<file path="src/rtl/cecc_pkg.sv">
package cecc_pkg;

   localparam int PERIOD_BITS_DEF = 16;
   localparam int CYCLE_BITS_DEF  = 32;

   // Commands from the sequencer to the datapath
   typedef enum logic [2:0] {
      OP_IDLE   = 3'd0,  // hold everything
      OP_LOAD   = 3'd1,  // latch the transaction, seed the first GCD
      OP_GSTEP  = 3'd2,  // one binary GCD step
      OP_G1END  = 3'd3,  // keep GCD of periods, seed GCD of LCM and period
      OP_G2END  = 3'd4,  // keep that GCD, seed divider and multiplier
      OP_DSTEP  = 3'd5,  // one restoring division step
      OP_MSTEP  = 3'd6,  // one shift-add multiply step
      OP_COMMIT = 3'd7   // update running state and result register
   } op_type;

   typedef struct packed {
      logic gcd_done;  // one GCD operand has reached zero
      logic is_zero;   // latched period is zero
      logic is_start;  // latched item opens a new task set
      logic lcm_sat;   // running LCM is saturated
   } stat_type;

endpackage

</file>
<file path="src/rtl/cecc_ctrl.sv">
module cecc_ctrl #(
   parameter int PERIOD_BITS = cecc_pkg::PERIOD_BITS_DEF
) (
   input  logic               clock,
   input  logic               reset,
   input  logic               req_fire,
   input  logic               rsp_tready,
   input  cecc_pkg::stat_type stat,
   output cecc_pkg::op_type   op,
   output logic               in_ready,
   output logic               out_valid
);

   localparam int CntBits = $clog2(PERIOD_BITS);
   localparam logic [CntBits-1:0] CntLast = CntBits'(PERIOD_BITS - 1);

   typedef enum logic [6:0] {
      S_IDLE  = 7'b0000001,
      S_CHECK = 7'b0000010,
      S_GCD1  = 7'b0000100,
      S_GCD2  = 7'b0001000,
      S_DIV   = 7'b0010000,
      S_MUL   = 7'b0100000,
      S_DONE  = 7'b1000000
   } state_type;

   state_type           state_ff, state_in;
   logic [CntBits-1:0]  cnt_ff, cnt_in;
   logic                valid_ff, valid_in;

   always_comb begin
      state_in = state_ff;
      cnt_in   = cnt_ff;
      op       = cecc_pkg::OP_IDLE;
      unique case (state_ff)
         S_IDLE: begin
            if (req_fire) begin
               op       = cecc_pkg::OP_LOAD;
               state_in = S_CHECK;
            end
         end
         S_CHECK: begin
            if (stat.is_zero || stat.is_start) begin
               state_in = S_DONE;
            end else begin
               state_in = S_GCD1;
            end
         end
         S_GCD1: begin
            if (stat.gcd_done) begin
               op       = cecc_pkg::OP_G1END;
               state_in = stat.lcm_sat ? S_DONE : S_GCD2;
            end else begin
               op = cecc_pkg::OP_GSTEP;
            end
         end
         S_GCD2: begin
            if (stat.gcd_done) begin
               op       = cecc_pkg::OP_G2END;
               cnt_in   = '0;
               state_in = S_DIV;
            end else begin
               op = cecc_pkg::OP_GSTEP;
            end
         end
         S_DIV: begin
            op = cecc_pkg::OP_DSTEP;
            if (cnt_ff == CntLast) begin
               cnt_in   = '0;
               state_in = S_MUL;
            end else begin
               cnt_in = cnt_ff + 1'b1;
            end
         end
         S_MUL: begin
            op = cecc_pkg::OP_MSTEP;
            if (cnt_ff == CntLast) begin
               cnt_in   = '0;
               state_in = S_DONE;
            end else begin
               cnt_in = cnt_ff + 1'b1;
            end
         end
         S_DONE: begin
            if (!valid_ff || rsp_tready) begin
               op       = cecc_pkg::OP_COMMIT;
               state_in = S_IDLE;
            end
         end
         default: begin
            state_in = S_IDLE;
         end
      endcase
   end

   // result register valid: set on commit, drop once taken
   always_comb begin
      priority if (op == cecc_pkg::OP_COMMIT) begin
         valid_in = 1'b1;
      end else if (rsp_tready) begin
         valid_in = 1'b0;
      end else begin
         valid_in = valid_ff;
      end
   end

   always_ff @(posedge clock) begin
      if (reset) begin
         state_ff <= S_IDLE;
         cnt_ff   <= '0;
         valid_ff <= 1'b0;
      end else begin
         state_ff <= state_in;
         cnt_ff   <= cnt_in;
         valid_ff <= valid_in;
      end
   end

   assign in_ready  = (state_ff == S_IDLE);
   assign out_valid = valid_ff;

endmodule

</file>
<file path="src/rtl/cecc_dpath.sv">
module cecc_dpath #(
   parameter int PERIOD_BITS = cecc_pkg::PERIOD_BITS_DEF,
   parameter int CYCLE_BITS  = cecc_pkg::CYCLE_BITS_DEF
) (
   input  logic                   clock,
   input  logic                   reset,
   input  cecc_pkg::op_type       op,
   input  logic [PERIOD_BITS-1:0] period,
   input  logic                   first_task,
   output cecc_pkg::stat_type     stat,
   output logic [CYCLE_BITS-1:0]  major_cycle,
   output logic [PERIOD_BITS-1:0] minor_cycle,
   output logic                   overflow,
   output logic                   status
);

   localparam int P  = PERIOD_BITS;
   localparam int C  = CYCLE_BITS;
   localparam int W  = (P > C) ? P : C;
   localparam int KW = $clog2(W + 1);
   localparam int MW = C + P;
   localparam logic [C-1:0] CycMax = '1;

   // running state
   logic [C-1:0]  lcm_ff, lcm_in;
   logic [P-1:0]  gcd_ff, gcd_in;
   logic          sat_ff, sat_in;
   logic          started_ff, started_in;

   // working registers
   logic [P-1:0]  per_ff, per_in;
   logic          first_ff, first_in;
   logic [W-1:0]  x_ff, x_in, y_ff, y_in;
   logic [KW-1:0] k_ff, k_in;
   logic [P-1:0]  g_ff, g_in, lg_ff, lg_in;
   logic [P-1:0]  rem_ff, rem_in, quo_ff, quo_in;
   logic [MW-1:0] mcand_ff, mcand_in, acc_ff, acc_in;

   // result register
   logic [C-1:0]  maj_ff, maj_in;
   logic [P-1:0]  min_ff, min_in;
   logic          ovf_ff, ovf_in, sts_ff, sts_in;

   logic [W-1:0]  gcd_res;
   logic [P:0]    trial;
   logic          take;
   logic [P-1:0]  trial_rem;

   assign gcd_res   = W'((x_ff | y_ff) << k_ff);
   assign trial     = {rem_ff, quo_ff[P-1]};
   assign take      = (trial >= {1'b0, lg_ff});
   assign trial_rem = P'(trial - {1'b0, lg_ff});

   assign stat.gcd_done = (x_ff == '0) || (y_ff == '0);
   assign stat.is_zero  = (per_ff == '0);
   assign stat.is_start = first_ff || !started_ff;
   assign stat.lcm_sat  = sat_ff;

   always_comb begin
      per_in   = per_ff;
      first_in = first_ff;
      x_in     = x_ff;
      y_in     = y_ff;
      k_in     = k_ff;
      g_in     = g_ff;
      lg_in    = lg_ff;
      rem_in   = rem_ff;
      quo_in   = quo_ff;
      mcand_in = mcand_ff;
      acc_in   = acc_ff;
      unique case (op)
         cecc_pkg::OP_LOAD: begin
            per_in   = period;
            first_in = first_task;
            x_in     = W'(gcd_ff);
            y_in     = W'(period);
            k_in     = '0;
         end
         cecc_pkg::OP_GSTEP: begin
            // binary GCD: strip common twos, then odd differences
            priority if (!x_ff[0] && !y_ff[0]) begin
               x_in = x_ff >> 1;
               y_in = y_ff >> 1;
               k_in = k_ff + 1'b1;
            end else if (!x_ff[0]) begin
               x_in = x_ff >> 1;
            end else if (!y_ff[0]) begin
               y_in = y_ff >> 1;
            end else if (x_ff >= y_ff) begin
               x_in = x_ff - y_ff;
            end else begin
               y_in = y_ff - x_ff;
            end
         end
         cecc_pkg::OP_G1END: begin
            g_in = gcd_res[P-1:0];
            x_in = W'(lcm_ff);
            y_in = W'(per_ff);
            k_in = '0;
         end
         cecc_pkg::OP_G2END: begin
            lg_in    = gcd_res[P-1:0];
            rem_in   = '0;
            quo_in   = per_ff;
            mcand_in = MW'(lcm_ff);
            acc_in   = '0;
         end
         cecc_pkg::OP_DSTEP: begin
            rem_in = take ? trial_rem : trial[P-1:0];
            quo_in = {quo_ff[P-2:0], take};
         end
         cecc_pkg::OP_MSTEP: begin
            if (quo_ff[0]) begin
               acc_in = acc_ff + mcand_ff;
            end
            mcand_in = mcand_ff << 1;
            quo_in   = quo_ff >> 1;
         end
         default: begin
         end
      endcase
   end

   always_comb begin
      lcm_in     = lcm_ff;
      gcd_in     = gcd_ff;
      sat_in     = sat_ff;
      started_in = started_ff;
      sts_in     = 1'b0;
      if (op == cecc_pkg::OP_COMMIT) begin
         priority if (per_ff == '0) begin
            sts_in = 1'b1;
         end else if (first_ff || !started_ff) begin
            started_in = 1'b1;
            gcd_in     = per_ff;
            if (W'(per_ff) > W'(CycMax)) begin
               lcm_in = CycMax;
               sat_in = 1'b1;
            end else begin
               lcm_in = C'(per_ff);
               sat_in = 1'b0;
            end
         end else begin
            gcd_in = g_ff;
            if (!sat_ff) begin
               if (acc_ff[MW-1:C] != '0) begin
                  lcm_in = CycMax;
                  sat_in = 1'b1;
               end else begin
                  lcm_in = acc_ff[C-1:0];
               end
            end
         end
      end
      maj_in = (op == cecc_pkg::OP_COMMIT) ? lcm_in : maj_ff;
      min_in = (op == cecc_pkg::OP_COMMIT) ? gcd_in : min_ff;
      ovf_in = (op == cecc_pkg::OP_COMMIT) ? sat_in : ovf_ff;
   end

   always_ff @(posedge clock) begin
      if (reset) begin
         lcm_ff     <= '0;
         gcd_ff     <= '0;
         sat_ff     <= 1'b0;
         started_ff <= 1'b0;
      end else begin
         lcm_ff     <= lcm_in;
         gcd_ff     <= gcd_in;
         sat_ff     <= sat_in;
         started_ff <= started_in;
      end
   end

   always_ff @(posedge clock) begin
      per_ff   <= per_in;
      first_ff <= first_in;
      x_ff     <= x_in;
      y_ff     <= y_in;
      k_ff     <= k_in;
      g_ff     <= g_in;
      lg_ff    <= lg_in;
      rem_ff   <= rem_in;
      quo_ff   <= quo_in;
      mcand_ff <= mcand_in;
      acc_ff   <= acc_in;
      maj_ff   <= maj_in;
      min_ff   <= min_in;
      ovf_ff   <= ovf_in;
      if (op == cecc_pkg::OP_COMMIT) begin
         sts_ff <= sts_in;
      end
   end

   assign major_cycle = maj_ff;
   assign minor_cycle = min_ff;
   assign overflow    = ovf_ff;
   assign status      = sts_ff;

endmodule

</file>
<file path="src/rtl/cyclic_executive_cycle_calc.sv">
// Running major/minor cycle calculator for a cyclic executive. Each request
// transaction carries one task period; the block answers with one response
// transaction holding the running least common multiple of the periods of
// the current task set (major cycle, saturating at all ones with a sticky
// overflow flag) and their running greatest common divisor (minor cycle).
// A request with tuser set opens a new task set; a zero period is rejected
// with status 1 and leaves the running values untouched. One request is
// worked at a time. A zero period or a set start goes from load through the
// check state straight to commit. Any other period then runs the first GCD
// (running minor cycle and period), the second GCD (running major cycle and
// period) on the same shared binary GCD unit, the PERIOD_BITS-step
// restoring divider and the PERIOD_BITS-step shift-add multiplier, and then
// commits. Once the major cycle is saturated only the first GCD runs. A
// finished response waits in its output register; while that register is
// still full the next result is held, so a stalled receiver adds its stall
// cycles. A new request is taken as soon as the sequencer is back at idle.
module cyclic_executive_cycle_calc #(
   parameter int PERIOD_BITS = cecc_pkg::PERIOD_BITS_DEF,
   parameter int CYCLE_BITS  = cecc_pkg::CYCLE_BITS_DEF
) (
   input  logic                                         clock,
   input  logic                                         reset,
   input  logic                                         req_tvalid,
   output logic                                         req_tready,
   // period
   input  logic [((PERIOD_BITS+7)/8)*8-1:0]             req_tdata,
   // first_task
   input  logic [0:0]                                   req_tuser,
   output logic                                         rsp_tvalid,
   input  logic                                         rsp_tready,
   // major_cycle, minor_cycle, zero padding
   output logic [((CYCLE_BITS+PERIOD_BITS+7)/8)*8-1:0]  rsp_tdata,
   // overflow, status
   output logic [1:0]                                   rsp_tuser
);

   localparam int RspBits = ((CYCLE_BITS + PERIOD_BITS + 7) / 8) * 8;

   cecc_pkg::op_type   op;
   cecc_pkg::stat_type stat;
   logic               req_fire;
   logic [CYCLE_BITS-1:0]  major_cycle;
   logic [PERIOD_BITS-1:0] minor_cycle;
   logic               overflow;
   logic               status;

   // a request transaction completes on valid and ready together
   assign req_fire = req_tvalid && req_tready;

   // sequencer: walks load, GCDs, divide, multiply and commit
   cecc_ctrl #(
      .PERIOD_BITS (PERIOD_BITS)
   ) u_ctrl (
      .clock      (clock),
      .reset      (reset),
      .req_fire   (req_fire),
      .rsp_tready (rsp_tready),
      .stat       (stat),
      .op         (op),
      .in_ready   (req_tready),
      .out_valid  (rsp_tvalid)
   );

   // datapath: running state, GCD unit, divider, multiplier, result register
   cecc_dpath #(
      .PERIOD_BITS (PERIOD_BITS),
      .CYCLE_BITS  (CYCLE_BITS)
   ) u_dpath (
      .clock       (clock),
      .reset       (reset),
      .op          (op),
      .period      (req_tdata[PERIOD_BITS-1:0]),
      .first_task  (req_tuser[0]),
      .stat        (stat),
      .major_cycle (major_cycle),
      .minor_cycle (minor_cycle),
      .overflow    (overflow),
      .status      (status)
   );

   // pack the response: major cycle lowest, then minor cycle, pad to bytes
   assign rsp_tdata = RspBits'({minor_cycle, major_cycle});
   assign rsp_tuser = {status, overflow};

endmodule

</file>
<file path="config.mk">
export PLATFORM = sky130hd
export DESIGN_NAME = cyclic_executive_cycle_calc
export DESIGN_NICKNAME = d
export VERILOG_FILES = /design/src/rtl/cecc_pkg.sv /design/src/rtl/cecc_ctrl.sv /design/src/rtl/cecc_dpath.sv /design/src/rtl/cyclic_executive_cycle_calc.sv
export SDC_FILE = /design/constraint.sdc
export NUM_CORES = 1
export LEC_CHECK = 0
export ABC_AREA = 1
export ABC_CLOCK_PERIOD_IN_PS = 7400
export BUFFER_PORTS_ARGS = -buffer_cell sky130_fd_sc_hd__buf_2
export CORE_ASPECT_RATIO = 1.25
export CORE_UTILIZATION = 64
export DETAILED_ROUTE_END_ITERATION = 6
export PLACE_DENSITY = 0.88
export SETUP_SLACK_MARGIN = 0.05
export SLEW_MARGIN = 20
export SYNTH_ARGS = -nofsm -noshare
export SYNTH_HDL_FRONTEND = slang
export SYNTH_SLANG_ARGS = --single-unit
</file>
<file path="constraint.sdc">
create_clock -name clock -period 7.4 [get_ports clock]
set_input_delay 1.48 -clock clock [delete_from_list [all_inputs] [get_ports clock]]
set_output_delay 1.48 -clock clock [all_outputs]
set_load 0.02 [all_outputs]
</file>
# Word-level counts from Yosys, hierarchy flattened

Index checks and enable logic that the tools add are counted.

Flip-flop bits (word level): 359
Bits in latches: 0
RAM bits: 0
ROM bits: 0
Bits of input ports: 21
Output and inout port bits: 52
Word-level logic and storage cells: 144
Memories kept: 0

Add/sub/neg operators: 6
Multiply operators: 0
Div/mod/pow operators: 0
Magnitude comparators: 2
Eq/ne operators: 27
Shift operators: 1
Muxes and demuxes: 51
Bitwise logic cells: 2
Reduce and logical (&&, ||, !) cells: 31

Operators with widths:

| cell                 | number |
|---|---|
| $mux W32             | 13 |
| $pmux W32 S3         | 2 |
| $pmux W48 S2         | 2 |
| $logic_not A32 Y1    | 2 |
| $mux W16             | 4 |
| $sub A32 B32 Y32     | 2 |
| $mux W7              | 8 |
| $pmux W7 S7          | 1 |
| $add A48 B48 Y48     | 1 |
| $mux W48             | 1 |
| $pmux W16 S3         | 1 |
| $ge A32 B32 Y1       | 1 |
| $or A32 B32 Y32      | 1 |
| $pmux W16 S2         | 1 |
| $shl A32 B6 Y16      | 1 |
| $pmux W3 S6          | 1 |
| $ge A17 B16 Y1       | 1 |
| $logic_not A16 Y1    | 1 |
| $reduce_bool A16 Y1  | 1 |
| $sub A16 B16 Y16     | 1 |
| $eq A3 B3 Y1 const B | 4 |
| $ne A2 B1 Y1 const B | 6 |
| $ne A4 B4 Y1 const B | 3 |
| $pmux W6 S2          | 1 |
| other kinds (29)     | 60 |

# Depth between registers and ports, before layout

Depth in word-level cells: 8
Depth in mapped cells: 19
Gate-level depth less buffers: 18

# Hierarchy

Synthesis repeated with hierarchy kept, for this count alone.

Cell total of the unflattened synthesis: 3305
Area, all modules: 24811.3 sq um

Modules (own cells, without submodules):

| module                      | times used | cells each | area an instance (sq um) | sequential area each (sq um) |
|---|---|---|---|---|
| cecc_dpath                  | 1          | 3174       | 24019.3                  | 9919.5 |
| cecc_ctrl                   | 1          | 127        | 769.5                    | 240.2 |
| cyclic_executive_cycle_calc | 1          | 4          | 22.5                     | 0.0 |

# Worst setup path after synthesis

Ideal clock, no wire load.

Kind: input -> register
Start: in rsp_tready
End: reg u_dpath.acc_ff[0], enable pin
Library setup time: 0.469 ns
Data arrival time: 5.679 ns
Required time: 6.931 ns
Path slack: 1.252 ns
Cell stages on the path: 8
Buffers on the path: 0
Path through: nor2_1 -> nor2_2 -> nor2_1 -> nand2_1 -> a21oi_1 -> inv_1 -> nand2_1 -> a21oi_1

Word-level cells in the longest chain between the ends: 6
Elaborated cells on any way between the ends: 8
Those cells by class: 3 x eq/ne; 2 x mux; 3 x reduce/logical

RTL lines:

| element                                                                    | RTL line                          | text |
|---|---|---|
| start: declaration                                                         | cyclic_executive_cycle_calc.sv:30 | `input logic rsp_tready,` |
| $logic_or A1 B1 Y1 *                                                       | cecc_ctrl.sv:85                   | `if (!valid_ff \|\| rsp_tready) begin` |
| $mux W3 *                                                                  | cecc_ctrl.sv:85                   |  |
| $pmux W3 S6 *                                                              | cecc_ctrl.sv:35                   | `unique case (state_ff)` |
| $eq A3 B3 Y1                                                               | cecc_dpath.sv:71                  | `unique case (op)` |
| $ne A2 B1 Y1 (no source line) / $reduce_bool A2 Y1 (equally long branches) | --                                |  |
| $reduce_and A2 Y1 (no source line) *                                       | --                                |  |
| end signal: assignment                                                     | cecc_dpath.sv:185                 | `acc_ff <= acc_in;` |
| end: declaration                                                           | cecc_dpath.sv:37                  | `logic [MW-1:0] mcand_ff, mcand_in, acc_ff, acc_in;` |

Every way passes the cells marked *; elsewhere a longest branch is shown, timed or not.
A chain may end at the register's enable or synchronous reset.

# Worst setup path in the final report

Start: reg u_ctrl.state_ff[3]
End: reg u_dpath.y_ff[30], enable pin

Word-level cells in the longest chain between the ends: 7
Elaborated cells on any way between the ends: 16
Those cells by class: 11 x eq/ne; 2 x mux; 3 x reduce/logical

RTL lines:

| element                                                     | RTL line                          | text |
|---|---|---|
| start: declaration                                          | cecc_ctrl.sv:27                   | `state_type state_ff, state_in;` |
| start signal: assignment                                    | cecc_ctrl.sv:113                  | `state_ff <= state_in;` |
| $eq A7 B1 Y1                                                | cecc_ctrl.sv:35, cecc_ctrl.sv:119 |  |
| $logic_and A1 B1 Y1                                         | cyclic_executive_cycle_calc.sv:48 | `assign req_fire = req_tvalid && req_tready;` |
| $mux W1                                                     | cecc_ctrl.sv:37                   | `if (req_fire) begin` |
| $pmux W3 S6 *                                               | cecc_ctrl.sv:35                   |  |
| $eq A3 B2 Y1 / $eq A3 B1 Y1 (equally long branches)         | cecc_dpath.sv:71                  |  |
| $ne A4 B4 Y1 (no source line), or another cell as far along | --                                |  |
| $reduce_and A3 Y1 (no source line) *                        | --                                |  |
| end signal: assignment                                      | cecc_dpath.sv:178                 | `y_ff <= y_in;` |
| end: declaration                                            | cecc_dpath.sv:33                  | `logic [W-1:0] x_ff, x_in, y_ff, y_in;` |

Marks and branches as above.

==> flow_results.xml <==
<?xml version="1.0" encoding="UTF-8"?>
<metrics>
  <group name="status">
    <metric name="status" unit="">finished with violations</metric>
    <metric name="violations" unit="">design-rule violations</metric>
  </group>
  <group name="routing">
    <metric name="initial_drt_markers" unit="">3225</metric>
    <metric name="detail_route.first_pass.iterations" unit="">7</metric>
    <metric name="drtAntennaViolNets" unit="">0</metric>
    <metric name="detail_route.vias_per_cell" unit="">6.10</metric>
    <metric name="via_count" unit="">23600</metric>
    <metric name="drc_errors" unit="">20</metric>
    <metric name="post_drt_wl_per_cell" unit="um">21.1</metric>
    <metric name="wl" unit="um">81500</metric>
  </group>
  <group name="floorplanning">
    <metric name="die-area" unit="sq mm">0.0393</metric>
    <metric name="chipHeight" unit="um">222</metric>
    <metric name="die_width" unit="um">178</metric>
    <metric name="fp-row-count" unit="">80</metric>
    <metric name="io-pin-count" unit="">73</metric>
    <metric name="design.core.area" unit="sq mm">0.0380</metric>
    <metric name="initial_utilization" unit="%">64.9</metric>
  </group>
  <group name="yosys">
    <metric name="post_synth_main_area_contributors" unit="">edfxtp_1 36%, nand2_1 15%, ha_1 7.3%, inv_1 6.7%, nor2_1 5.5%</metric>
    <metric name="syn-mean-instance-area" unit="sq um">7.42</metric>
    <metric name="post_synth_instance_area" unit="sq mm">0.0247</metric>
    <metric name="synthFlopType" unit="">edfxtp_1</metric>
    <metric name="synth.ff_latch_count" unit="">359</metric>
    <metric name="number_of_enable_type_register_cells_in_the_synthesized_netlist" unit="">297</metric>
    <metric name="synthCells" unit="">3323</metric>
    <metric name="synth_top_cell_by_area" unit="">edfxtp_1</metric>
    <metric name="async_reset_ff_share" unit="%">0</metric>
    <metric name="synth_warnings" unit="">0</metric>
    <metric name="synth.top_cell.area_share" unit="%">36.1</metric>
    <metric name="seq_area_frac_synth" unit="%">41.2</metric>
    <metric name="mappedNetlistNets" unit="">3492</metric>
    <metric name="synth.lib_cells_used.distinct" unit="">51</metric>
  </group>
  <group name="layout">
    <metric name="area.growth.synth_to_final" unit="%">7.92</metric>
    <metric name="drive_gt1_share" unit="%">6.90</metric>
    <metric name="antennaDiodeCount" unit="">0</metric>
    <metric name="fin_nets" unit="">3519</metric>
    <metric name="stdcell_count" unit="">3870</metric>
  </group>
  <group name="power">
    <metric name="p_leak" unit="nW">12.3</metric>
    <metric name="finalPower" unit="mW">9.84</metric>
    <metric name="net_switching_power_figure" unit="mW">4.70</metric>
    <metric name="cellInternalPower" unit="mW">5.14</metric>
    <metric name="sw_frac_of_total" unit="%">47.8</metric>
    <metric name="clock_power_share" unit="%">20.5</metric>
    <metric name="powerDensity" unit="mW/mm^2">370</metric>
    <metric name="comb_power_share" unit="%">49.9</metric>
    <metric name="p_seq_share" unit="%">29.6</metric>
    <metric name="worst_voltage_drop_across_the_vdd_grid" unit="uV">211</metric>
  </group>
  <group name="clocking">
    <metric name="cts_resized" unit="">0</metric>
    <metric name="cts_tree" unit="">yes</metric>
    <metric name="postCtsSetupBuffers" unit="">0</metric>
    <metric name="cts.htree.levels" unit="">2</metric>
    <metric name="clkLatencyLatePin" unit="ns">0.57</metric>
    <metric name="clk_pin_slew_worst_paths" unit="ns">0.06</metric>
    <metric name="clock-root-buffer" unit="">clkbuf_16</metric>
    <metric name="cts.sink_count" unit="">359</metric>
    <metric name="cts_made_buffers" unit="">37</metric>
    <metric name="cts.path.max_buffers" unit="">3</metric>
    <metric name="postCtsHoldBufs" unit="">0</metric>
  </group>
  <group name="timing">
    <metric name="setup_viol" unit="">0</metric>
    <metric name="timing.clock.skew" unit="ns">0.0382</metric>
    <metric name="grt_setup_unrepaired" unit="">false</metric>
    <metric name="fmaxAchievable" unit="MHz">225</metric>
    <metric name="post-route-min-period" unit="ns">4.44</metric>
    <metric name="finalMaxSlewViolations" unit="">0</metric>
    <metric name="fin_crit_sh" unit="%">60.0</metric>
    <metric name="finalHoldViolations" unit="">0</metric>
    <metric name="setup_slack" unit="ns">2.96</metric>
    <metric name="worst-slew-pin-transition" unit="ns">1.13</metric>
    <metric name="fin_tns_setup" unit="ns">0</metric>
    <metric name="relSlewSlack" unit="%">24.8</metric>
  </group>
  <group name="setup_path">
    <metric name="path_max_fanout" unit="">40</metric>
    <metric name="worstPathArrival" unit="ns">4.66</metric>
    <metric name="critical_path_required" unit="ns">7.62</metric>
    <metric name="setup.worst_path.end_class" unit="">register</metric>
    <metric name="critPathKind" unit="">register to register</metric>
    <metric name="setup.worst_path.start_class" unit="">register</metric>
  </group>
  <group name="grt">
    <metric name="antenna_found_initial" unit="">0</metric>
    <metric name="global_route.usage.total" unit="%">41.4</metric>
    <metric name="grt_first_pass_wirelength" unit="um">124000</metric>
    <metric name="grt_max_degree" unit="">73</metric>
    <metric name="vias_in_the_first_global_route" unit="">22800</metric>
    <metric name="groute.layer.met2.usage" unit="%">68.9</metric>
    <metric name="globalRoute.busiestLayer" unit="">met2</metric>
    <metric name="globalRouteMet3Util" unit="%">6.41</metric>
    <metric name="gr-usage-met1" unit="%">50.4</metric>
    <metric name="overflow" unit="">0</metric>
  </group>
  <group name="placed_design">
    <metric name="port_buffers" unit="">72</metric>
    <metric name="rd_place_congestion" unit="">1.03</metric>
    <metric name="pre_cts_ws" unit="ns">2.82</metric>
    <metric name="detailedPlacementHpwl" unit="um">62000</metric>
    <metric name="placedCellCount" unit="">3803</metric>
  </group>
  <group name="hold_path">
    <metric name="worstHoldPathType" unit="">register to register</metric>
  </group>
  <group name="job">
    <metric name="maxCapViolCount" unit="">0</metric>
  </group>
</metrics>
[stage by stage]
| stage | hold WS (ns) | util (%) | instance area (sq um) |
|---|---|---|---|
| global placement | 0.464 | 66.5 | 25300 |
| finish | 0.523 | 70.0 | 26600 |
| detailed placement | 0.476 | 66.5 | 25300 |
| CTS | 0.514 | 70.0 | 26600 |
| floorplan | 0.436 | - | 24700 |
| global route | 0.537 | 70.0 | 26600 |
[Yosys cell counts (4+ instances only)]
library cell / n
o21ai_1: 23
o31ai_1: 4
buf_4: 11
inv_1: 439
o221ai_1: 46
o21ai_0: 168
o21bai_1: 19
dfxtp_1: 62
nor3_1: 22
xor2_1: 44
xnor2_1: 9
edfxtp_1: 297
nor4_1: 5
a21boi_0: 4
inv_2: 14
clkinv_1: 7
a31oi_1: 6
nand4_1: 39
nor2_1: 364
a211oi_1: 7
o21a_1: 4
ha_1: 144
nor2_4: 7
nor2_2: 6
nand3b_1: 10
a21oi_1: 267
or2_2: 14
nand2_1: 974
nand2_2: 22
nand3_1: 161
clkbuf_1: 59
fa_1: 4
buf_2: 25
a21o_1: 10
[placed cells by master (no fill, tap or decap), types with 15 or more instances in the layout]
master / netlist / routed
xor2_1: 44 / 44
nor2_1: 364 / 360
buf_2: 25 / 72
nor3_1: 22 / 22
a21oi_1: 267 / 266
edfxtp_1: 297 / 297
dfxtp_1: 62 / 62
nand3_1: 161 / 161
clkbuf_16: 0 / 39
nand4_1: 39 / 39
o221ai_1: 46 / 46
inv_1: 439 / 438
o21ai_1: 23 / 23
nand2_2: 22 / 23
o21ai_0: 168 / 168
inv_2: 14 / 15
o21bai_1: 19 / 19
ha_1: 144 / 144
nand2_1: 974 / 973
[cell families after synthesis]
kind of cell,after synthesis,share of synthesized area [%]
muxes,1,0.0406
and+or+nand+nor,1636,27.5
adders and majority gates,148,7.63
DFF,359,41.2
xor gates and xnor gates,53,1.88
AOI/OAI and AO/OA,567,12.8
buffers and inverters,559,8.94
[registers in the layout (all words and copies together) (netlist names), 4 cells and up]
name                 count
u_dpath.acc_ff          48
u_dpath.mcand_ff        48
u_dpath.lcm_ff          32
u_dpath.major_cycle     32
u_dpath.x_ff            32
u_dpath.y_ff            32
u_dpath.g_ff            16
u_dpath.gcd_ff          16
u_dpath.lg_ff           16
u_dpath.minor_cycle     16
u_dpath.per_ff          16
u_dpath.quo_ff          16
u_dpath.rem_ff          16
u_ctrl.state_ff          7
u_dpath.k_ff             6
u_ctrl.cnt_ff            4
[path summary, 6_finish.rpt]
path	from	endpoint	slack, ns	depth (start not counted)
max reg2reg	u_ctrl.state_ff[3]$_SDFFE_PP0P_	u_dpath.y_ff[30]$_DFFE_PP_	2.96	12
min	u_dpath.started_ff$_SDFFE_PP0P_	u_dpath.started_ff$_SDFFE_PP0P_	0.52	2
min reg2reg	u_dpath.started_ff$_SDFFE_PP0P_	u_dpath.started_ff$_SDFFE_PP0P_	0.52	2
max	u_ctrl.state_ff[3]$_SDFFE_PP0P_	u_dpath.y_ff[30]$_DFFE_PP_	2.96	12
[power by group through the flow]
stage	logic [mW]	clock network, mW	registers [mW]
global placement	4.64	0	2.92
global route	5.33	2.09	2.93
floorplan	3.36	0	2.77
detailed placement	4.68	0	2.93
CTS	4.74	2.02	2.89
finish	4.91	2.02	2.91
[cell type report]
type                    count  area, sq um
well taps                 492          616
clock buffers              51         1080
inverters                 461         1730
repair buffers             86          465
flip-flops and latches    359        10200
multi-input cells        2405        12300
fillers                  3068        11400
clock inverters            16          235
[critical path, stage by stage, from the launching register on]
cell     delay (ns)
dfxtp_1        0.41
nor2_1         0.10
inv_2          0.10
nor2_4         0.05
nand2_2        0.60
buf_4          0.54
nand2_1        0.10
a21oi_1        0.24
nand2_1        0.66
nand2_1        0.31
nand2_1        0.11
nor2_2         0.48
buf_4          0.37
[metal layers]
layer  part of all wire, %  vias to the layer above
li1                      -                    10900
met1                    37                    10800
met2                    47                     1461
met3                   9.2                      343
met4                   6.8                        0
met5                     0                        -
No activity file was read; power rests on OpenSTA's default activity.
